`src/assert_macros.svh`:
```
// ----------------------------------------------------------------------------
// assert_macros.svh
// assertion helpers used by the top level rtl file
// ----------------------------------------------------------------------------
`ifndef ASSERT_MACROS_SVH
`define ASSERT_MACROS_SVH

// antecedent true implies consequent true in the same cycle
`define ASSERT_IMPLY(label, clk, rst_n, ante, cons, msg) \
    label: assert property (@(posedge clk) disable iff (!(rst_n)) (ante) |-> (cons)) \
        else $error(msg);

// expression never true out of reset
`define ASSERT_NEVER(label, clk, rst_n, expr, msg) \
    label: assert property (@(posedge clk) disable iff (!(rst_n)) !(expr)) \
        else $error(msg);

`endif

```
`src/lcc_pkg.sv`:
```
// ----------------------------------------------------------------------------
// lcc_pkg
// types, constants and register codes of the lc capacitance converter
// ----------------------------------------------------------------------------
package lcc_pkg;

    // defaults of the top level parameters
    localparam int NUM_CHANNELS_DEF = 4;
    localparam int COUNT_BITS_DEF   = 28;
    localparam int QUEUE_DEPTH_DEF  = 2;

    // field widths
    localparam int CH_W        = 2;
    localparam int WORD_W      = 16;
    localparam int RAW_COUNT_W = 28;
    localparam int FREQ_W      = 28;
    localparam int CAP_W       = 32;
    localparam int PAR_W       = 20;
    localparam int DIV_W       = 10;
    localparam int FIN_W       = 2;
    localparam int SCALE_W     = 28;
    localparam int SQ_W        = 2 * FREQ_W;
    localparam int DEN_W       = SQ_W + WORD_W;
    localparam int NUM_DIV_WORDS = 4;

    // configuration port
    localparam int CFG_IDX_W  = 3;
    localparam int CFG_DATA_W = 20;

    typedef enum logic [CFG_IDX_W-1:0] {
        CFG_DIV_CH0  = 3'd0,
        CFG_DIV_CH1  = 3'd1,
        CFG_DIV_CH2  = 3'd2,
        CFG_DIV_CH3  = 3'd3,
        CFG_REF_KHZ  = 3'd4,
        CFG_IND_NH   = 3'd5,
        CFG_PAR_FF   = 3'd6
    } t_cfg_idx;

    localparam logic [WORD_W-1:0] DIV_WORD_RST = 16'd4097;
    localparam logic [WORD_W-1:0] REF_KHZ_RST  = 16'd40000;
    localparam logic [WORD_W-1:0] IND_NH_RST   = 16'd18000;
    localparam logic [PAR_W-1:0]  PAR_FF_RST   = 20'd33000;

    localparam logic [SCALE_W-1:0] KHZ_TO_HZ = 28'd1000;
    localparam logic [FREQ_W-1:0]  FREQ_MAX  = 28'hFFF_FFFF;
    localparam logic [CAP_W-1:0]   CAP_MAX   = 32'h7FFF_FFFF;

    // 1e24 / (4 pi^2), femtofarad scaling of 1 / (L[nH] * f[Hz]^2)
    localparam int K_W    = 75;
    localparam int K_HI_W = K_W - CAP_W;
    localparam logic [K_W-1:0]    K_CAP  = 75'd25330295910584444000000;
    localparam logic [K_HI_W-1:0] K_HI   = K_CAP[K_W-1:CAP_W];
    localparam logic [CAP_W-1:0]  K_LO   = K_CAP[CAP_W-1:0];

    typedef struct packed {
        logic [NUM_DIV_WORDS-1:0][WORD_W-1:0] div_word;
        logic [WORD_W-1:0]                    ref_clock_khz;
        logic [WORD_W-1:0]                    inductance_nh;
        logic [PAR_W-1:0]                     parasitic_ff;
    } t_cfg_regs;

    typedef struct packed {
        logic [CH_W-1:0]   channel;
        logic [WORD_W-1:0] raw_msb;
        logic [WORD_W-1:0] raw_lsb;
    } t_in_item;

    typedef struct packed {
        logic [CH_W-1:0]         out_channel;
        logic signed [CAP_W-1:0] sensor_cap_ff;
        logic [FREQ_W-1:0]       freq_hz;
        logic                    watchdog_err;
        logic                    amplitude_warn;
        logic                    fresh;
        logic                    math_err;
    } t_out_item;

    typedef enum logic [1:0] {
        KIND_COMPUTE,
        KIND_FLAGGED,
        KIND_BAD_CH
    } t_kind;

    // classified request handed from front to back
    typedef struct packed {
        t_kind                  kind;
        logic [CH_W-1:0]        channel;
        logic                   wd;
        logic                   aw;
        logic [SCALE_W-1:0]     scale;
        logic [DIV_W-1:0]       div;
        logic [RAW_COUNT_W-1:0] count;
    } t_job;

    typedef enum logic [3:0] {
        B_IDLE,
        B_FMUL,
        B_FDIV,
        B_SQUARE,
        B_LMUL,
        B_CHECK,
        B_CDIV,
        B_FINISH,
        B_EMIT
    } t_back_state;

endpackage

```
`src/lcc_front.sv`:
```
// ----------------------------------------------------------------------------
// lcc_front
// accepts a raw conversion, unpacks flags and count, classifies the request
// and looks up the channel clock word
// ----------------------------------------------------------------------------
module lcc_front import lcc_pkg::*; #(
    parameter int NUM_CHANNELS = NUM_CHANNELS_DEF,
    parameter int COUNT_BITS   = COUNT_BITS_DEF
) (
    input  logic      i_clk,
    input  logic      i_rst_n,
    input  logic      i_in_valid,
    output logic      o_in_ready,
    input  t_in_item  i_in_item,
    input  t_cfg_regs i_cfg,
    output logic      o_job_valid,
    output t_job      o_job,
    input  logic      i_job_ready
);

    localparam logic [RAW_COUNT_W-1:0] COUNT_MASK = (COUNT_BITS >= RAW_COUNT_W) ? '1 :
        RAW_COUNT_W'((64'd1 << COUNT_BITS) - 64'd1);

    logic             r_job_valid;
    t_job             r_job;
    t_job             n_job;
    logic [WORD_W-1:0]  div_word;
    logic [SCALE_W-1:0] f_hz;
    logic               accept;

    assign o_in_ready  = !r_job_valid || i_job_ready;
    assign accept      = i_in_valid && o_in_ready;
    assign o_job_valid = r_job_valid;
    assign o_job       = r_job;

    always_comb begin
        div_word      = i_cfg.div_word[i_in_item.channel];
        f_hz          = SCALE_W'(i_cfg.ref_clock_khz) * KHZ_TO_HZ;
        n_job.channel = i_in_item.channel;
        n_job.wd      = i_in_item.raw_msb[13];
        n_job.aw      = i_in_item.raw_msb[12];
        n_job.count   = {i_in_item.raw_msb[11:0], i_in_item.raw_lsb} & COUNT_MASK;
        n_job.div     = div_word[DIV_W-1:0];
        // input multiplier of 0..3 applied as shift and add
        unique case (div_word[13:12])
            2'd0:    n_job.scale = '0;
            2'd1:    n_job.scale = f_hz;
            2'd2:    n_job.scale = {f_hz[SCALE_W-2:0], 1'b0};
            default: n_job.scale = f_hz + {f_hz[SCALE_W-2:0], 1'b0};
        endcase
        priority if (int'(i_in_item.channel) >= NUM_CHANNELS) begin
            n_job.kind = KIND_BAD_CH;
        end else if (n_job.wd || n_job.aw) begin
            n_job.kind = KIND_FLAGGED;
        end else begin
            n_job.kind = KIND_COMPUTE;
        end
    end

    always_ff @(posedge i_clk) begin
        if (!i_rst_n) begin
            r_job_valid <= 1'b0;
        end else if (accept) begin
            r_job_valid <= 1'b1;
        end else if (i_job_ready) begin
            r_job_valid <= 1'b0;
        end
    end

    always_ff @(posedge i_clk) begin
        if (accept) begin
            r_job <= n_job;
        end
    end

endmodule

```
`config.mk`:
```
export PLATFORM = sky130hd
export DESIGN_NAME = lcc_front
export DESIGN_NICKNAME = d
export VERILOG_FILES = /design/src/assert_macros.svh /design/src/lcc_pkg.sv /design/src/lcc_front.sv
export SDC_FILE = /design/constraint.sdc
export NUM_CORES = 1
export LEC_CHECK = 0
export BUFFER_PORTS_ARGS = -buffer_cell sky130_fd_sc_hd__buf_2
export CORE_MARGIN = 1.5
export CORE_UTILIZATION = 50
export CTS_CLUSTER_DIAMETER = 50
export DETAILED_ROUTE_END_ITERATION = 16
export GPL_TIMING_DRIVEN = 0
export PLACE_DENSITY = 0.79
export SETUP_SLACK_MARGIN = 0.2
export SLEW_MARGIN = 15
export SYNTH_ARGS = -nofsm -noshare
export SYNTH_HDL_FRONTEND = slang
export SYNTH_SLANG_ARGS = --single-unit
```
`constraint.sdc`:
```
create_clock -name i_clk -period 7.86 [get_ports i_clk]
set_input_delay 1.179 -clock i_clk [delete_from_list [all_inputs] [get_ports i_clk]]
set_output_delay 1.179 -clock i_clk [all_outputs]
set_load 0.02 [all_outputs]
```
==> metrics.log, run 1 <==
[metrics] Chip Height: 121 µm
[metrics] setup repair after global routing missed its margin: no
[metrics] maximum fanout encountered on the critical timing path: 6
[metrics] CTS HTree Levels: 3
[metrics] met3 Track Usage GR: 0.0340
[metrics] cell with the most instances after synthesis: sky130_fd_sc_hd__inv_1
[metrics] critical setup path kind: primary input to flop
[metrics] Fill cells: 1131
[metrics] layer with the highest usage: met2
[metrics] count of antenna-violating nets left after detailed routing: 0
[metrics] hold crit path type: flop to flop
[metrics] number of rows in the core area: 42
[metrics] non-filler cells, final: 1042
[metrics] starting density of the core: 0.517
[metrics] wire length of the first global-routing pass: 26300 µm
[metrics] number of clock sinks seen by CTS: 69
[metrics] CTS buffer count: 9
[metrics] mapped cell area: 0.00692 mm²
[metrics] Final Hold Vio Count: 0
[metrics] starting DRC count in detailed routing: 354
[metrics] minimum hold slack: 0.546 ns
[metrics] final number of max-transition violations: 0
[metrics] fin crit share: 0.932
[metrics] first-pass detailed-route iteration total: 8
[metrics] Chip Width: 121 µm
[metrics] Synth Register Bits: 69
[metrics] routed len/inst: 16.1 µm
[metrics] Worst EP arrival: 7.40 ns
[metrics] nets: 1140
[metrics] Area Overhead vs Synth: 21.6%
[metrics] f_max: 136 MHz
[metrics] clock tree from TritonCTS: yes
[metrics] number of warnings reported in the yosys synthesis log: 0
[metrics] GR Util met1: 0.265
[metrics] total global routing overflow: 0
[metrics] largest net degree at the start of global routing: 55
[metrics] routed via count: 5630
[metrics] Floorplan Core Area: 0.0134 mm²
[metrics] GPL Wtd Cong: 0.904
[metrics] result of the run: complete, no violations
[metrics] initial antenna violation count: 2
[metrics] total routed wirelength: 16700 µm
[metrics] number of input and output port buffers inserted: 169
[metrics] count of flip-flops with a built-in enable after synthesis: 68
[metrics] clock-pin slew reported for the worst setup and hold paths after clock tree synthesis: 0.05 ns
[metrics] crit path time final: 7.33 ns
[metrics] die area: 0.0146 mm²
[metrics] Final setup violation count: 0
[metrics] number of global-route vias before repair: 5456
[metrics] endpoint type of the worst setup path: flop
[metrics] I/O pin total: 228
[metrics] number of instances in the synthesized netlist: 671
[metrics] R2R Path Start: o_job_valid$_SDFFE_PN0P_
[metrics] reported max-cap violation count: 0
[metrics] proportion of synthesized chip area in sequential cells: 0.298
[metrics] buffer type at the clock tree root: sky130_fd_sc_hd__clkbuf_16
[metrics] Critical Path RT: 7.93 ns
[metrics] post-synthesis async set-or-reset flop share: 0
[metrics] commonest cells in the synthesized netlist: sky130_fd_sc_hd__inv_1, sky130_fd_sc_hd__ha_1, sky130_fd_sc_hd__edfxtp_1
[metrics] insertion delay to the later sink of the worst-skew pair: 0.33 ns
[metrics] Tot GR Track Use: 0.231
[metrics] GR Layer Usage met2: 0.438
[metrics] Longest Clk Path Bufs: 2
[metrics] via-per-instance ratio: 5.40
[metrics] Slew @ Worst Pin: 0.795 ns
[metrics] number of distinct standard cells referenced by the synthesized netlist: 71
[metrics] portion of synthesized cell area occupied by the leading cell type: 0.295
[metrics] library cell with the largest summed area after synthesis: sky130_fd_sc_hd__edfxtp_1
[metrics] min-delay src: o_job_valid$_SDFFE_PN0P_
[metrics] layout cells sized above 1: 0.278
[metrics] CTS Hold Bufs: 0
[metrics] worst relative slew slack: 0.470
[metrics] dpl hpwl: 14100 µm
[metrics] top area cells in the synthesized netlist: sky130_fd_sc_hd__edfxtp_1, sky130_fd_sc_hd__fa_1, sky130_fd_sc_hd__ha_1
[metrics] mean post-synth cell area: 10.3 µm²
[metrics] largest clock skew in the final design: 0.00613 ns
[metrics] start point of the critical path: i_cfg[43]
[metrics] Placed Cells: 1020
[metrics] drt drc: 0
[metrics] kind of launch point of the worst setup path: primary input
[metrics] flip-flop cell with the highest count after synthesis: sky130_fd_sc_hd__edfxtp_1
[metrics] area taken by multi-input logic gates: 0.00445 mm²
[metrics] area of all sequential standard cells: 0.00206 mm²
worst paths after layout:
path / to / slack [ns] / cells after the start
max reg2reg: o_job[27]$_DFFE_PP_ / 6.51 / 3
min: o_job_valid$_SDFFE_PN0P_ / 0.55 / 2
max: o_job[61]$_DFFE_PP_ / 0.53 / 25
min reg2reg: o_job_valid$_SDFFE_PN0P_ / 0.55 / 2
cells by family after synthesis:
kind of cell / Yosys count / share of synthesized area
AO/OA/AOI/OAI: 165 / 0.163
XOR/XNOR: 32 / 0.0416
adder cells (fa/ha/maj): 127 / 0.289
buffers and inverters: 127 / 0.0728
flip-flops: 69 / 0.298
multiplexers: 19 / 0.0459
other: 1 / 0.000542
AND/OR/NAND/NOR: 131 / 0.0894
state kept, by name, summed over array words and instances, names as in the netlist:
| signal | flops |
|---|---|
| o_job_valid | 1 |
| o_job | 68 |
through the flow:
step | TNS [ns] | cell area (µm²) | setup WS [ns] | util
2_1_floorplan | 0 | 6940 | 0.671 | -
4_1_cts | 0 | 8310 | 0.209 | 0.620
6_report | 0 | 8420 | 0.532 | 0.628
5_1_grt | 0 | 8420 | 0.191 | 0.628
3_5_place_dp | -0.668 | 8030 | -0.307 | 0.599
3_3_place_gp | -0.373 | 8000 | -0.201 | 0.597
cell type report:
cell class	instances	area share
plain buffers	25	0.0138
flip-flops and latches	69	0.245
well taps	176	0.0262
diodes	2	0.000595
clock inverters	6	0.00461
repair buffers	174	0.107
clock buffers	10	0.0272
multi-input cells	478	0.528
inverters	102	0.0470
timing repair:
item	4_1_cts	5_1_grt
resized for setup	2	17
endpoints found under the setup margin	3	6
pin swaps	0	2
buffers inserted	1	3
hold endpoints to repair	0	0
worst max-delay path: stages:
cell	delay [ns]
sky130_fd_sc_hd__buf_2	0.13
sky130_fd_sc_hd__clkinvlp_4	0.19
sky130_fd_sc_hd__fa_1	0.56
sky130_fd_sc_hd__fa_1	0.45
sky130_fd_sc_hd__fa_1	0.50
sky130_fd_sc_hd__fa_1	0.51
sky130_fd_sc_hd__inv_1	0.04
sky130_fd_sc_hd__ha_1	0.39
sky130_fd_sc_hd__a21oi_1	0.21
sky130_fd_sc_hd__o21ai_1	0.15
sky130_fd_sc_hd__a41oi_4	0.24
sky130_fd_sc_hd__o21bai_1	0.09
sky130_fd_sc_hd__a21oi_1	0.17
sky130_fd_sc_hd__xor2_1	0.30
sky130_fd_sc_hd__inv_1	0.11
sky130_fd_sc_hd__ha_1	0.36
sky130_fd_sc_hd__inv_1	0.09
sky130_fd_sc_hd__o21ai_0	0.09
sky130_fd_sc_hd__a221o_1	0.38
sky130_fd_sc_hd__a21oi_2	0.19
sky130_fd_sc_hd__a211oi_1	0.10
sky130_fd_sc_hd__a2111o_1	0.45
sky130_fd_sc_hd__mux2i_1	0.17
sky130_fd_sc_hd__o22ai_1	0.10
sky130_fd_sc_hd__a32o_1	0.25
placed cells by master (no fill, tap or decap), drive strengths merged, types with 7 or more instances in the layout:
cell type,instances
a211oi,8
a21o,14
a21oi,40
buf,183
clkbuf,26
edfxtp,68
fa,55
ha,72
inv,100
mux2i,7
mux4,10
nand2,38
nand3,13
nor2,37
nor3,9
o21a,9
o21ai,35
o22ai,8
xnor2,18
xor2,14
per-layer routing:
metal,share of wire,vias up
met5,0,-
met4,0.025,0
met3,0.054,23
met2,0.53,181
met1,0.39,2661
li1,-,2765
Power of run 1 is left out: the tool's default activity adds up to more than one toggle a clock period on the data nets, which glitch-free logic cannot reach.
==> run 2, diff against run 1 <==
- ABC_AREA: not set -> 1
- SLEW_MARGIN: 15 -> not set
==> run 2 against run 1 <==
  * Critical path depth increased by 3
  * Cell count up 9.7%
  * Cell area decreased by 2.0%
  * Maximum frequency grew 13%
  * Register-to-register slack got worse by 0.32 ns
  * Synthesized cell count increased by 16%
  * Core utilization decreased by 0.76 points
==> metrics.log, run 2 <==
[metrics] result of the run: complete, no violations
[metrics] CTS Hold Bufs: 0
[metrics] post-synthesis async set-or-reset flop share: 0
[metrics] routed len/inst: 14.0 µm
[metrics] starting density of the core: 0.515
[metrics] f_max: 154 MHz
[metrics] clock-pin slew reported for the worst setup and hold paths after clock tree synthesis: 0.05 ns
[metrics] critical setup path kind: primary input to flop
[metrics] Worst EP arrival: 6.58 ns
[metrics] initial antenna violation count: 0
[metrics] Final setup violation count: 0
[metrics] nets: 1243
[metrics] number of distinct standard cells referenced by the synthesized netlist: 45
[metrics] count of antenna-violating nets left after detailed routing: 0
[metrics] total global routing overflow: 0
[metrics] most frequent cell on the critical path: sky130_fd_sc_hd__nand2_1
[metrics] Buffers & Inverters on Critical Path: 6
[metrics] largest net degree at the start of global routing: 33
[metrics] number of clock sinks seen by CTS: 69
[metrics] Slew @ Worst Pin: 0.649 ns
[metrics] logic depth of the worst setup path including buffers: 28
[metrics] CTS buffer count: 9
[metrics] worst relative slew slack: 0.567
[metrics] Reg2Reg Depth: 3
[metrics] via-per-instance ratio: 5.05
[metrics] final number of max-transition violations: 0
[metrics] Synth Register Bits: 69
[metrics] dpl hpwl: 13600 µm
[metrics] fin crit share: 0.827
[metrics] clock tree from TritonCTS: yes
[metrics] mean post-synth cell area: 8.82 µm²
[metrics] first-pass detailed-route iteration total: 5
[metrics] die area: 0.0144 mm²
[metrics] crit path time final: 6.50 ns
[metrics] count of flip-flops with a built-in enable after synthesis: 68
[metrics] area of all sequential standard cells: 0.00206 mm²
[metrics] Tot GR Track Use: 0.226
[metrics] largest incremental delay on the critical path: 0.51 ns
[metrics] portion of synthesized cell area occupied by the leading cell type: 0.298
[metrics] Final Hold Vio Count: 0
[metrics] starting DRC count in detailed routing: 322
[metrics] flip-flop cell with the highest count after synthesis: sky130_fd_sc_hd__edfxtp_1
[metrics] largest clock skew in the final design: 0.00413 ns
[metrics] Area Overhead vs Synth: 20.4%
[metrics] drt drc: 0
[metrics] number of input and output port buffers inserted: 169
[metrics] Largest register FFs: 68
[metrics] insertion delay to the later sink of the worst-skew pair: 0.32 ns
[metrics] wire length of the first global-routing pass: 26000 µm
[metrics] endpoint type of the worst setup path: flop
[metrics] category of cells accounting for the largest share of critical-path delay: adder cells
[metrics] Longest Clk Path Bufs: 2
[metrics] Critical Path RT: 7.94 ns
[metrics] routed via count: 5773
[metrics] critical-path cell with the highest stage delay: sky130_fd_sc_hd__fa_1
[metrics] kind of launch point of the worst setup path: primary input
[metrics] reported max-cap violation count: 0
[metrics] layout cells sized above 1: 0.242
[metrics] maximum fanout encountered on the critical timing path: 4
[metrics] most frequent standard cell in the layout excluding fill and tap cells: sky130_fd_sc_hd__buf_2
[metrics] setup repair after global routing missed its margin: no
[metrics] proportion of synthesized chip area in sequential cells: 0.301
[metrics] Fill cells: 1152
[metrics] Post-CTS Setup Bufs: 0
[metrics] number of instances in the synthesized netlist: 777
[metrics] number of warnings reported in the yosys synthesis log: 0
[metrics] Chip Height: 120 µm
[metrics] CTS HTree Levels: 3
[metrics] I/O pin total: 228
[metrics] buffer type at the clock tree root: sky130_fd_sc_hd__clkbuf_16
[metrics] most frequent cells in the layout: sky130_fd_sc_hd__buf_2, sky130_fd_sc_hd__inv_1, sky130_fd_sc_hd__nand2_1
[metrics] cell with the most instances after synthesis: sky130_fd_sc_hd__inv_1
[metrics] PostCTS Resize Cnt: 0
[metrics] Floorplan Core Area: 0.0133 mm²
[metrics] commonest cells in the synthesized netlist: sky130_fd_sc_hd__inv_1, sky130_fd_sc_hd__nand2_1, sky130_fd_sc_hd__ha_1
[metrics] number of global-route vias before repair: 5609
[metrics] GPL Wtd Cong: 0.929
[metrics] number of rows in the core area: 42
[metrics] area taken by multi-input logic gates: 0.00417 mm²
[metrics] top area cells in the synthesized netlist: sky130_fd_sc_hd__edfxtp_1, sky130_fd_sc_hd__fa_1, sky130_fd_sc_hd__ha_1
[metrics] diodes inserted: 0
[metrics] setup TNS after final layout: 0 ns
[metrics] total routed wirelength: 16000 µm
[metrics] worst hold stages: 2
[metrics] library cell with the largest summed area after synthesis: sky130_fd_sc_hd__edfxtp_1
[metrics] mapped cell area: 0.00685 mm²
[metrics] Chip Width: 120 µm
[metrics] hold crit path type: flop to flop
## run 2: kinds of logic (layout without fill, tap and decap cells)
logic type | after synthesis | count (layout) | share of synthesized area
compound gates | 140 | 140 | 0.119
xor+xnor | 19 | 19 | 0.0254
fa+ha+maj | 127 | 127 | 0.292
buf+inv | 166 | 353 | 0.0946
flops | 69 | 69 | 0.301
other cells | 1 | 4 | 0.000547
simple gates | 255 | 255 | 0.167
## run 2: final timing paths
kind / to / start / slack [ns]
worst max-delay path: o_job[63]$_DFFE_PP_ / i_cfg[45] / 1.36
worst min-delay path: o_job_valid$_SDFFE_PN0P_ / o_job_valid$_SDFFE_PN0P_ / 0.55
worst max register to register: o_job[61]$_DFFE_PP_ / o_job_valid$_SDFFE_PN0P_ / 6.19
worst min register to register: o_job_valid$_SDFFE_PN0P_ / o_job_valid$_SDFFE_PN0P_ / 0.55
## run 2: per-layer routing
| layer | GRT usage | share of wire |
|---|---|---|
| met1 | 0.270 | 0.42 |
| met2 | 0.410 | 0.49 |
| met3 | 0.0304 | 0.051 |
| met4 | 0.0863 | 0.033 |
| met5 | 0 | 0 |
## run 2: worst register-to-register path, delay by kind of cell (launching register included)
family | cells | cell delay [ns]
flip-flops | 1 | 0.34
buffers and inverters | 2 | 0.47
AO/OA/AOI/OAI | 1 | 0.55
## run 2: through the flow
step	setup WS [ns]	instances	hold slack (ns)	util	area, µm²
floorplan	1.84	780	0.729	-	6860
global placement	1.06	1125	0.496	0.596	7930
detailed placement	1.00	1127	0.544	0.601	7990
CTS	1.33	1143	0.554	0.621	8250
global route	0.862	1143	0.593	0.621	8250
finish	1.36	1143	0.547	0.621	8250
## run 2: area by class of cell
cell class	instances	share of cell area
buffer	15	0.00986
inverter	151	0.0687
sequential	69	0.250
clock buffer	12	0.0287
multi-input combinational	545	0.505
clock inverter	4	0.00303
timing repair buffer	171	0.108
tap	176	0.0267
Power of run 2 is left out for the same reason.
