`src/assert_macros.svh`:
```
// ----------------------------------------------------------------------------
// assert_macros.svh
// assertion helpers used by the top level rtl file
// ----------------------------------------------------------------------------
`ifndef ASSERT_MACROS_SVH
`define ASSERT_MACROS_SVH

// antecedent true implies consequent true in the same cycle
`define ASSERT_IMPLY(label, clk, rst_n, ante, cons, msg) \
    label: assert property (@(posedge clk) disable iff (!(rst_n)) (ante) |-> (cons)) \
        else $error(msg);

// expression never true out of reset
`define ASSERT_NEVER(label, clk, rst_n, expr, msg) \
    label: assert property (@(posedge clk) disable iff (!(rst_n)) !(expr)) \
        else $error(msg);

`endif

```
`src/lcc_pkg.sv`:
```
// ----------------------------------------------------------------------------
// lcc_pkg
// types, constants and register codes of the lc capacitance converter
// ----------------------------------------------------------------------------
package lcc_pkg;

    // defaults of the top level parameters
    localparam int NUM_CHANNELS_DEF = 4;
    localparam int COUNT_BITS_DEF   = 28;
    localparam int QUEUE_DEPTH_DEF  = 2;

    // field widths
    localparam int CH_W        = 2;
    localparam int WORD_W      = 16;
    localparam int RAW_COUNT_W = 28;
    localparam int FREQ_W      = 28;
    localparam int CAP_W       = 32;
    localparam int PAR_W       = 20;
    localparam int DIV_W       = 10;
    localparam int FIN_W       = 2;
    localparam int SCALE_W     = 28;
    localparam int SQ_W        = 2 * FREQ_W;
    localparam int DEN_W       = SQ_W + WORD_W;
    localparam int NUM_DIV_WORDS = 4;

    // configuration port
    localparam int CFG_IDX_W  = 3;
    localparam int CFG_DATA_W = 20;

    typedef enum logic [CFG_IDX_W-1:0] {
        CFG_DIV_CH0  = 3'd0,
        CFG_DIV_CH1  = 3'd1,
        CFG_DIV_CH2  = 3'd2,
        CFG_DIV_CH3  = 3'd3,
        CFG_REF_KHZ  = 3'd4,
        CFG_IND_NH   = 3'd5,
        CFG_PAR_FF   = 3'd6
    } t_cfg_idx;

    localparam logic [WORD_W-1:0] DIV_WORD_RST = 16'd4097;
    localparam logic [WORD_W-1:0] REF_KHZ_RST  = 16'd40000;
    localparam logic [WORD_W-1:0] IND_NH_RST   = 16'd18000;
    localparam logic [PAR_W-1:0]  PAR_FF_RST   = 20'd33000;

    localparam logic [SCALE_W-1:0] KHZ_TO_HZ = 28'd1000;
    localparam logic [FREQ_W-1:0]  FREQ_MAX  = 28'hFFF_FFFF;
    localparam logic [CAP_W-1:0]   CAP_MAX   = 32'h7FFF_FFFF;

    // 1e24 / (4 pi^2), femtofarad scaling of 1 / (L[nH] * f[Hz]^2)
    localparam int K_W    = 75;
    localparam int K_HI_W = K_W - CAP_W;
    localparam logic [K_W-1:0]    K_CAP  = 75'd25330295910584444000000;
    localparam logic [K_HI_W-1:0] K_HI   = K_CAP[K_W-1:CAP_W];
    localparam logic [CAP_W-1:0]  K_LO   = K_CAP[CAP_W-1:0];

    typedef struct packed {
        logic [NUM_DIV_WORDS-1:0][WORD_W-1:0] div_word;
        logic [WORD_W-1:0]                    ref_clock_khz;
        logic [WORD_W-1:0]                    inductance_nh;
        logic [PAR_W-1:0]                     parasitic_ff;
    } t_cfg_regs;

    typedef struct packed {
        logic [CH_W-1:0]   channel;
        logic [WORD_W-1:0] raw_msb;
        logic [WORD_W-1:0] raw_lsb;
    } t_in_item;

    typedef struct packed {
        logic [CH_W-1:0]         out_channel;
        logic signed [CAP_W-1:0] sensor_cap_ff;
        logic [FREQ_W-1:0]       freq_hz;
        logic                    watchdog_err;
        logic                    amplitude_warn;
        logic                    fresh;
        logic                    math_err;
    } t_out_item;

    typedef enum logic [1:0] {
        KIND_COMPUTE,
        KIND_FLAGGED,
        KIND_BAD_CH
    } t_kind;

    // classified request handed from front to back
    typedef struct packed {
        t_kind                  kind;
        logic [CH_W-1:0]        channel;
        logic                   wd;
        logic                   aw;
        logic [SCALE_W-1:0]     scale;
        logic [DIV_W-1:0]       div;
        logic [RAW_COUNT_W-1:0] count;
    } t_job;

    typedef enum logic [3:0] {
        B_IDLE,
        B_FMUL,
        B_FDIV,
        B_SQUARE,
        B_LMUL,
        B_CHECK,
        B_CDIV,
        B_FINISH,
        B_EMIT
    } t_back_state;

endpackage

```
`src/lcc_queue.sv`:
```
// ----------------------------------------------------------------------------
// lcc_queue
// short fifo of classified requests between front and back
// ----------------------------------------------------------------------------
module lcc_queue import lcc_pkg::*; #(
    parameter int DEPTH = QUEUE_DEPTH_DEF
) (
    input  logic i_clk,
    input  logic i_rst_n,
    input  logic i_push_valid,
    output logic o_push_ready,
    input  t_job i_push_data,
    output logic o_pop_valid,
    input  logic i_pop_ready,
    output t_job o_pop_data
);

    localparam int PTR_W = $clog2(DEPTH);
    localparam int CNT_W = $clog2(DEPTH + 1);

    t_job             r_mem [DEPTH];
    logic [PTR_W-1:0] r_wr_ptr;
    logic [PTR_W-1:0] r_rd_ptr;
    logic [CNT_W-1:0] r_count;
    logic             push;
    logic             pop;

    assign o_push_ready = (r_count != CNT_W'(DEPTH));
    assign o_pop_valid  = (r_count != '0);
    assign o_pop_data   = r_mem[r_rd_ptr];
    assign push         = i_push_valid && o_push_ready;
    assign pop          = o_pop_valid && i_pop_ready;

    always_ff @(posedge i_clk) begin
        if (!i_rst_n) begin
            r_wr_ptr <= '0;
            r_rd_ptr <= '0;
            r_count  <= '0;
        end else begin
            if (push) begin
                r_wr_ptr <= (r_wr_ptr == PTR_W'(DEPTH - 1)) ? '0 : r_wr_ptr + 1'b1;
            end
            if (pop) begin
                r_rd_ptr <= (r_rd_ptr == PTR_W'(DEPTH - 1)) ? '0 : r_rd_ptr + 1'b1;
            end
            if (push && !pop) begin
                r_count <= r_count + 1'b1;
            end else if (pop && !push) begin
                r_count <= r_count - 1'b1;
            end
        end
    end

    always_ff @(posedge i_clk) begin
        if (push) begin
            r_mem[r_wr_ptr] <= i_push_data;
        end
    end

endmodule

```
`config.mk`:
```
export PLATFORM = sky130hd
export DESIGN_NAME = lcc_queue
export DESIGN_NICKNAME = d
export VERILOG_FILES = /design/src/assert_macros.svh /design/src/lcc_pkg.sv /design/src/lcc_queue.sv
export SDC_FILE = /design/constraint.sdc
export NUM_CORES = 1
export LEC_CHECK = 0
export BUFFER_PORTS_ARGS = -buffer_cell sky130_fd_sc_hd__buf_4
export CORE_MARGIN = 10
export CORE_UTILIZATION = 52
export CTS_CLUSTER_DIAMETER = 40
export DETAILED_ROUTE_END_ITERATION = 12
export GPL_ROUTABILITY_DRIVEN = 0
export PLACE_DENSITY = 0.79
export SLEW_MARGIN = 20
export SYNTH_ARGS = -nofsm -noshare
export SYNTH_HDL_FRONTEND = slang
export SYNTH_SLANG_ARGS = --single-unit
```
`constraint.sdc`:
```
create_clock -name i_clk -period 3 [get_ports i_clk]
set_input_delay 0.15 -clock i_clk [delete_from_list [all_inputs] [get_ports i_clk]]
set_output_delay 0.15 -clock i_clk [all_outputs]
set_load 0.02 [all_outputs]
```
==> results.cfg, run 1 <==
[power_and_ir_drop]
combinationalPowerShare_pct = 27.6
p_int_mw = 4.69
ir_worst_vdd_v = 0.000509
finalPower_mw = 6.59
p_sw_mw = 1.89
seqPwrFrac_pct = 42.7
cellPowerDensity_nw_per_um2 = 821
p_leak_nw = 3.02
p_sw_share_pct = 28.8
clkPwrFrac_pct = 29.7

[timing]
worst_pin_slew_ns = 0.973
fin_tns_setup_ns = 0
max_slew_margin_pct = 35.1
fin_crit_ns = 2.31
rsz0062_at_grt = no
finalHoldViolCount = 0
fin_crit_sh_pct = 76.9
finalSetupViolations = 0
whs_ns = 0.144
clock_skew_ns = 0.00611
slew_viol_final = 0
fmax_ghz = 0.433

[floorplan]
fp.dieW_um = 122
ios = 150
placementRows = 37
start_util_pct = 53.1
dieHeight_um = 122
design.die.area_um2 = 14900
design.core.area_um2 = 10200

[clock_network]
root_buffer = clkbuf_8
post_cts_buffers = 0
cts_max_level = 4
clk_latency_ns = 0.51
cts_buffer_depth = 2
cts_buffers = 17
cts.sinks = 149
clk_pin_slew_worst_paths_ns = 0.06
cts_tree = done

[route]
drt-wirelength-per-cell_um = 19.5
drtPass1Iterations = 4
drt_wl_total_mm = 12.4
drt_iter0_drc = 165
ant_nets = 0
vias = 3110
drc = 0
vias_per_cell = 4.91

[layout]
final_nets = 562
fin_cells = 634
drive_above_1_share_pct = 52.0
n_antenna_cell = 0
syn2layout_area_growth_pct = 47.7

[setup_path]
rrSetupSlack_ns = 1.14
cp_max_fo = 72
crit_type = flop to output port
cp.required_ns = 2.85
crit_path_end_kind = output port
arrival_ns = 2.16
start_kind = flop

[global_route]
antenna_found_initial = 0
grt_max_degree = 73
grt_pass1_wl_mm = 18.9
grt_pass1_vias = 3402
gr-total-overflow = 0
grt_usage_pct = 16.8

[hold_path]
hold_path_class = input port to flop

[synthesis]
synth-seq-cells = 149
synthDistinctLibCells = 20
synth_top_area_cell = edfxtp_1
synth_area_per_cell_um2 = 21.9
seq_area_frac_synth_pct = 81.5
netlist_instances = 248
syn-num-nets = 325
ys.warnings.count = 0
synthTopCellsByArea = edfxtp_1 (80%), mux2_2 (15%), dfxtp_1 (1.8%), buf_4 (0.69%), and2_1 (0.46%)
yosys.area.top_type_share_pct = 79.6
netlist_area_um2 = 5430

[run]
cap_viol_max_count = 0

[place]
dp_hpwl_mm = 7.21
numPlacedInstances = 528
port_buffers = 149

[outcome]
status = complete, no violations
synthesized netlist by cell type, drive strengths merged:
library cell	instances
a21bo	1
a21boi	2
and2	4
and3	1
buf	8
dfxtp	5
edfxtp	144
ha	1
inv	1
mux2	72
nand2b	1
nand3b	1
o21ai	2
or2	1
or3	1
xnor2	2
xor2	1
routing by layer:
layer / routed length [µm] / track usage (%) / up-vias
met5: 0 / 0 / -
met4: 163 / 5.15 / 0
met3: 1030 / 7.49 / 17
met2: 6470 / 28.5 / 129
met1: 4720 / 18.7 / 1503
li1: - / - / 1461
worst max-delay path: stages (launching register included):
cell and delay [ns]:
dfxtp_4 0.98, mux2_2 0.45, buf_4 0.17
metrics by stage:
stage / cell area, µm² / worst slack, ns / utilization, %
final: 8020 / 0.693 / 78.4
after global routing: 8020 / 0.610 / 78.4
after CTS: 8020 / 0.686 / 78.4
after detailed placement: 6720 / 1.11 / 65.7
after global placement: 6720 / 1.17 / 65.7
after floorplan: 5430 / 0.224 / -
timing repair:
action,4_1_cts,5_1_grt
resized for setup,0,0
hold endpoints to repair,149,0
hold buffers,74,0
logic make-up (layout without fill, tap and decap cells):
family                     Yosys count  after routing  synth area share, %
AOI/OAI and AO/OA                    5              5                0.645
xor gates and xnor gates             3              3                0.484
adders and majority gates            1              1                0.230
buffers and inverters                9            259                 1.04
DFF                                149            149                 81.5
muxes                               72             72                 14.9
and+or+nand+nor                      9              9                 1.20
flip-flops by register name, summed over array words and instances, names as in the netlist, named ones only:
signal / cells
r_mem: 144
r_count: 2
r_rd_ptr: 1
r_wr_ptr: 1
power by group through the flow:
stage          registers [mW]  clock network [mW]  logic [mW]
2_1_floorplan            2.71                   0        1.14
3_3_place_gp             2.83                   0        1.71
4_1_cts                  2.81                1.99        1.82
5_1_grt                  2.84                2.10        1.93
6_report                 2.81                1.96        1.82
3_5_place_dp             2.85                   0        1.73
layout by cell type, fill, tap and decap left out, types with 2 or more instances in the layout:
cell type and count:
clkinv_4 3, clkbuf_1 2, edfxtp_1 144, clkinvlp_4 4, and2_1 4, clkbuf_16 16, dlygate4sd3_1 74, xnor2_1 2
bufinv_16 2, buf_4 150, clkinv_2 3, mux2_2 72, dfxtp_1 4, buf_12 2
layout make-up:
type,count,area [µm²]
clock buffers,19,422
clock inverters,13,135
fillers,516,2210
inverters,1,3.75
multi-input cells,90,955
flip-flops and latches,149,4430
well taps,136,170
repair buffers,226,1910
final timing paths:
check	end	from	cells after the start
setup / recovery	o_pop_data[2]	flop	2
hold / removal	flop	i_pop_ready	4
setup reg to reg	r_mem[0][10]	r_count[0]	4
hold reg to reg	r_count[1]	r_count[1]	2
Note: power is estimated with default switching activity, not from simulation.
==> run 2: changes to the inputs <==
--- a/config.mk
+++ b/config.mk
@@ -5,13 +5,14 @@
 export SDC_FILE = /design/constraint.sdc
 export NUM_CORES = 1
 export LEC_CHECK = 0
+export ABC_AREA = 1
 export BUFFER_PORTS_ARGS = -buffer_cell sky130_fd_sc_hd__buf_4
 export CORE_MARGIN = 10
-export CORE_UTILIZATION = 52
+export CORE_UTILIZATION = 47
 export CTS_CLUSTER_DIAMETER = 40
 export DETAILED_ROUTE_END_ITERATION = 12
 export GPL_ROUTABILITY_DRIVEN = 0
-export PLACE_DENSITY = 0.79
+export PLACE_DENSITY = 0.75
 export SLEW_MARGIN = 20
 export SYNTH_ARGS = -nofsm -noshare
 export SYNTH_HDL_FRONTEND = slang
==> constraint.sdc (replaced) <==
create_clock -name i_clk -period 2 [get_ports i_clk]
set_input_delay 0.1 -clock i_clk [delete_from_list [all_inputs] [get_ports i_clk]]
set_output_delay 0.1 -clock i_clk [all_outputs]
set_load 0.02 [all_outputs]
==> run 2 against run 1 <==
  * Sequential cell count is the same
  * Worst setup slack lost 0.50 ns
  * Die area grew 15%
  * Power grew 57%
  * Final area grew 5.0%
  * Critical path depth grew 1
  * Sequential power grew 45%
  * Combinational power grew 69%
  * First-iteration DRC count grew 21%
  * Sequential share of layout area shrank 2.6 points
  * Core utilization shrank 8.5 points
  * Critical endpoint is now o_pop_data[51]
  * Largest cell class unchanged
  * Largest power group unchanged
==> results.cfg, run 2 <==
[power_and_ir_drop]
ir_worst_vdd_v = 0.000777
cellPowerDensity_nw_per_um2 = 1230
p_leak_nw = 3.35

[synthesis]
synth.most_common_cell = edfxtp_1
synth-seq-cells = 149
netlist_instances = 261
synth_commonest_cells = edfxtp_1 (144), mux2_4 (70), nand2_1 (9), inv_1 (8), nor2_1 (8)
synthTopCellsByArea = edfxtp_1 (75%), mux2_4 (18%), buf_12 (2.4%), dfxtp_1 (1.7%), nand2_1 (0.58%)
synthDistinctLibCells = 15
synth_area_per_cell_um2 = 22.2
yosys.area.top_type_share_pct = 74.7
ys.warnings.count = 0
ys.flop_type = edfxtp_1
synth_top_area_cell = edfxtp_1
synthArstFlopShare_pct = 0
netlist_area_um2 = 5790
syn-num-nets = 338
synth_edf_count = 144
seq_area_frac_synth_pct = 76.4

[route]
ant_nets = 0
drt_wl_total_mm = 12.0
vias_per_cell = 4.56
drt_iter0_drc = 199
drt-wirelength-per-cell_um = 17.6
drtPass1Iterations = 4
vias = 3107
drc = 0

[layout]
layout_common_cells = buf_4 (151), edfxtp_1 (144), dlygate4sd3_1 (73)
largest_reg_flops = 144
final_nets = 577
final_common_cell = buf_4
syn2layout_area_growth_pct = 45.5
n_antenna_cell = 0
final_util_pct = 69.8
top_register = r_mem
drive_above_1_share_pct = 50.7
reg.largest.list = r_mem x144, r_count x2

[setup_path]
crit_path_end_kind = output port
cp.depth = 3
start_kind = flop
crit_type = flop to output port
r2r_end = r_mem[1][64]
arrival_ns = 1.70
cp_max_fo = 56
r2r_start = r_count[0]
crit_slowest_cell = mux2_2
cp.required_ns = 1.90
rrSetupSlack_ns = 0.48
crit_path_end = o_pop_data[51]
max_stage_delay_ns = 0.39
critical-path-top-delay-family = buffers and inverters
path_cells = buf_12 > mux2_2 > buf_4
ff2ff_path_depth = 5
crit_buf_inv = 2

[timing]
fin_crit_sh_pct = 90.1
slew_viol_final = 0
rsz0062_at_grt = no
clock_skew_ns = 0.00694
worst_pin_slew_ns = 0.444
max_slew_margin_pct = 70.4
setup_ws_ns = 0.197
finalHoldViolCount = 0
fmax_ghz = 0.555
fin_crit_ns = 1.80
finalSetupViolations = 0

[global_route]
gr-total-overflow = 0
grt_pass1_wl_mm = 18.1
grt_pass1_vias = 3404
antenna_found_initial = 0
grt_usage_pct = 14.1
grt_max_degree = 61

[run]
cap_viol_max_count = 0

[clock_network]
cts.sinks = 149
root_buffer = clkbuf_16
clk_latency_ns = 0.41
cts_buffer_depth = 2
cts_max_level = 4
clk_pin_slew_worst_paths_ns = 0.06
cts_buffers = 17
cts_resized = 0
cts_tree = done

[floorplan]
design.core.area_um2 = 12100
start_util_pct = 48.0
fp.dieW_um = 131
design.die.area_um2 = 17200
placementRows = 40
dieHeight_um = 131
ios = 150

[place]
port_buffers = 149
dp_hpwl_mm = 7.81
dpl_worst_slack_ns = 0.467

[outcome]
status = complete, no violations

[hold_path]
hold_path_class = input port to flop
worstHoldStart = i_push_valid
-- run 2: worst min path at each step --
stage                        endpoint  slack [ns]  cells after the start
after detailed placement  r_mem[1][2]        0.29                      1
after CTS                    r_wr_ptr        0.07                      4
final                        r_wr_ptr        0.09                      4
after floorplan           r_mem[0][0]        0.20                      0
after global routing         r_wr_ptr        0.09                      4
after global placement    r_mem[0][2]        0.29                      1
-- run 2: cell type report --
cell class	count	area (µm²)
Fill cell	736	3640
Sequential cell	149	4430
Timing Repair Buffer	228	1940
Clock inverter	12	160
Inverter	8	30.0
Multi-Input combinational cell	96	1210
Clock buffer	20	437
Tap cell	168	210
-- run 2: per-layer routing --
layer | vias up | track usage [%] | share of wire, %
li1 | 1489 | - | -
met2 | 103 | 22.1 | 49
met3 | 13 | 6.57 | 9.2
met5 | - | 0 | 0
met1 | 1502 | 16.3 | 41
met4 | 0 | 6.28 | 1.3
-- run 2: tightest hold or removal path, delay by kind of cell --
| kind | cells | cell delay [ns] |
|---|---|---|
| AND/OR/NAND/NOR | 2 | 0.11 |
| AO/OA/AOI/OAI | 1 | 0.15 |
| buffers and inverters | 1 | 0.10 |
-- run 2: kinds of logic (layout without fill, tap and decap cells) --
group	after synthesis	count (layout)	synth area share (%)
buffers and inverters	16	268	3.13
AND/OR/NAND/NOR	19	19	1.30
adder cells (fa/ha/maj)	1	1	0.216
multiplexers	72	72	18.5
AO/OA/AOI/OAI	4	4	0.389
flip-flops	149	149	76.4
-- run 2: stage by stage --
step	TNS [ns]	total power [mW]	instances	hold WS, ns	instance area (µm²)
2_1_floorplan	-6.52	6.14	261	0.199	5820
3_3_place_gp	0	7.07	576	0.285	7100
3_5_place_dp	0	7.13	576	0.287	7100
4_1_cts	0	10.5	681	0.0657	8420
5_1_grt	0	10.8	681	0.0879	8420
6_report	0	10.3	681	0.0867	8420
-- run 2: power breakdown --
| part | internal [mW] | switching [mW] |
|---|---|---|
| registers | 3.95 | 0.129 |
| clock network | 2.07 | 1.13 |
| logic | 1.51 | 1.56 |
-- run 2: what timing repair did --
| action | 4_1_cts | 5_1_grt |
|---|---|---|
| setup endpoints to repair | 0 | 0 |
| hold buffers | 73 | 0 |
| hold endpoints to repair | 149 | 0 |
| setup buffers | 0 | 0 |
==> run 3: changes to the inputs <==
--- a/config.mk
+++ b/config.mk
@@ -8,11 +8,12 @@
 export ABC_AREA = 1
 export BUFFER_PORTS_ARGS = -buffer_cell sky130_fd_sc_hd__buf_4
 export CORE_MARGIN = 10
-export CORE_UTILIZATION = 47
+export CORE_UTILIZATION = 52
+export CTS_BUF_LIST = sky130_fd_sc_hd__clkbuf_8 sky130_fd_sc_hd__clkbuf_16
 export CTS_CLUSTER_DIAMETER = 40
 export DETAILED_ROUTE_END_ITERATION = 12
 export GPL_ROUTABILITY_DRIVEN = 0
-export PLACE_DENSITY = 0.75
+export PLACE_DENSITY = 0.79
 export SLEW_MARGIN = 20
 export SYNTH_ARGS = -nofsm -noshare
 export SYNTH_HDL_FRONTEND = slang
==> constraint.sdc (replaced) <==
create_clock -name i_clk -period 2.05 [get_ports i_clk]
set_input_delay 0.1025 -clock i_clk [delete_from_list [all_inputs] [get_ports i_clk]]
set_output_delay 0.1025 -clock i_clk [all_outputs]
set_load 0.02 [all_outputs]
==> run 3 against run 2 <==
  * Final cell count down 2.3%
  * Via count up 4.8%
  * Clock-buffer cell count down 3
  * Highest routed layer unchanged
  * Largest power group unchanged
  * Worst setup slack worse by 0.022 ns
  * Clock power down 13%
==> results.cfg, run 3 (synthesis results as in run 2) <==
[outcome]
status = complete, no violations

[clock_network]
clk_latency_ns = 0.52
root_buffer = clkbuf_8
clk_pin_slew_worst_paths_ns = 0.06
cts.sinks = 149
cts_max_level = 4
cts_buffer_depth = 2
cts_buffers = 17
cts_tree = done

[layout]
largest_reg_flops = 144
top_register = r_mem
final_common_cell = buf_4
layout_common_cells = buf_4 (159), edfxtp_1 (144), dlygate4sd3_1 (75)
final_nets = 590
reg.largest.list = r_mem x144, r_count x2
drive_above_1_share_pct = 51.8
fin_cells = 665
syn2layout_area_growth_pct = 46.3
n_antenna_cell = 0

[route]
drt_iter0_drc = 208
ant_nets = 0
vias_per_cell = 4.90
drtPass1Iterations = 6
drt-wirelength-per-cell_um = 19.6
drt_wl_total_mm = 13.0
drc = 0
vias = 3257

[setup_path]
arrival_ns = 1.77
ff2ff_path_depth = 5
cp.required_ns = 1.95
crit_buf_inv = 2
cp_max_fo = 27
crit_type = flop to output port
path_cells = buf_12 > mux2_2 > buf_4
critical-path-top-delay-family = flip-flops
max_stage_delay_ns = 0.45
cp.depth = 3
crit_slowest_cell = dfxtp_4
crit_path_end_kind = output port
start_kind = flop

[place]
numPlacedInstances = 551
port_buffers = 149
dpl_worst_slack_ns = 0.559
dp_hpwl_mm = 7.97

[floorplan]
fp.dieW_um = 126
ios = 150
placementRows = 38
design.core.area_um2 = 10900
design.die.area_um2 = 15800
start_util_pct = 53.2
dieHeight_um = 126

[timing]
slew_viol_final = 0
finalSetupViolations = 0
fin_crit_sh_pct = 91.4
worst_pin_slew_ns = 0.377
fin_crit_ns = 1.87
setup_ws_ns = 0.175
max_slew_margin_pct = 74.8
clock_skew_ns = 0.00600
rsz0062_at_grt = no
finalHoldViolCount = 0
fmax_ghz = 0.533

[global_route]
gr-total-overflow = 0
grt_usage_pct = 16.7
grt_max_degree = 33
antenna_found_initial = 0
grt_pass1_wl_mm = 20.4
grt_pass1_vias = 3666

[power_and_ir_drop]
cellPowerDensity_nw_per_um2 = 1180
p_leak_nw = 3.41
ir_worst_vdd_v = 0.000968

[hold_path]
hold_path_class = input port to flop
hold_path_depth = 2

[run]
cap_viol_max_count = 0
==> run 3: per-stage QoR <==
stage	hold WS [ns]	instance area [µm²]	utilization, %	total power [mW]	setup TNS [ns]
3_5_place_dp	0.290	7120	65.4	7.03	0
4_1_cts	0.277	8410	77.2	9.94	0
2_1_floorplan	0.201	5820	-	5.99	-0.424
5_1_grt	0.289	8470	77.8	10.4	0
3_3_place_gp	0.288	7120	65.4	6.94	0
6_report	0.308	8470	77.8	9.96	0
==> run 3: final timing paths <==
| path | startpoint | endpoint | slack (ns) |
|---|---|---|---|
| worst max register to register | r_count[0] | r_mem[0][14] | 0.54 |
| worst min register to register | r_rd_ptr | r_rd_ptr | 0.53 |
| worst min-delay path | i_push_data[3] | r_mem[0][3] | 0.31 |
| worst max-delay path | flop | o_pop_data[51] | 0.18 |
==> run 3: final cells by class <==
cell class / instances / area (µm²)
Tap cell: 140 / 175
Multi-Input combinational cell: 96 / 1210
Inverter: 8 / 30.0
Sequential cell: 149 / 4430
Fill cell: 551 / 2420
Clock buffer: 17 / 414
Clock inverter: 14 / 121
Timing Repair Buffer: 241 / 2080
==> run 3: metal layers <==
metal  vias to the layer above  GRT usage [%]  routed length (µm)
met2                       125           29.9                7010
met3                        21           6.34                 940
li1                       1516              -                   -
met5                         -              0                   0
met1                      1595           17.4                4870
met4                         0           6.37                 212
==> run 3: timing repair <==
action | 4_1_cts | 5_1_grt
hold buffers | 75 | 0
hold endpoints to repair | 149 | 0
gates resized for setup | 0 | 0
setup endpoints to repair | 0 | 1
buffers inserted | 0 | 8
==> run 3: worst register-to-register path, cell delays in order, from the launching register on <==
cell     delay [ns]
dfxtp_2        0.35
inv_2          0.07
nand2_4        0.07
nand2_4        0.07
nor2_4         0.34
buf_12         0.27
==> run 3: power breakdown <==
group          total [mW]  internal, mW  switching, mW
logic                3.15          1.59           1.56
registers            4.02          3.86          0.160
clock network        2.80          1.69           1.10
total                9.96          7.13           2.82
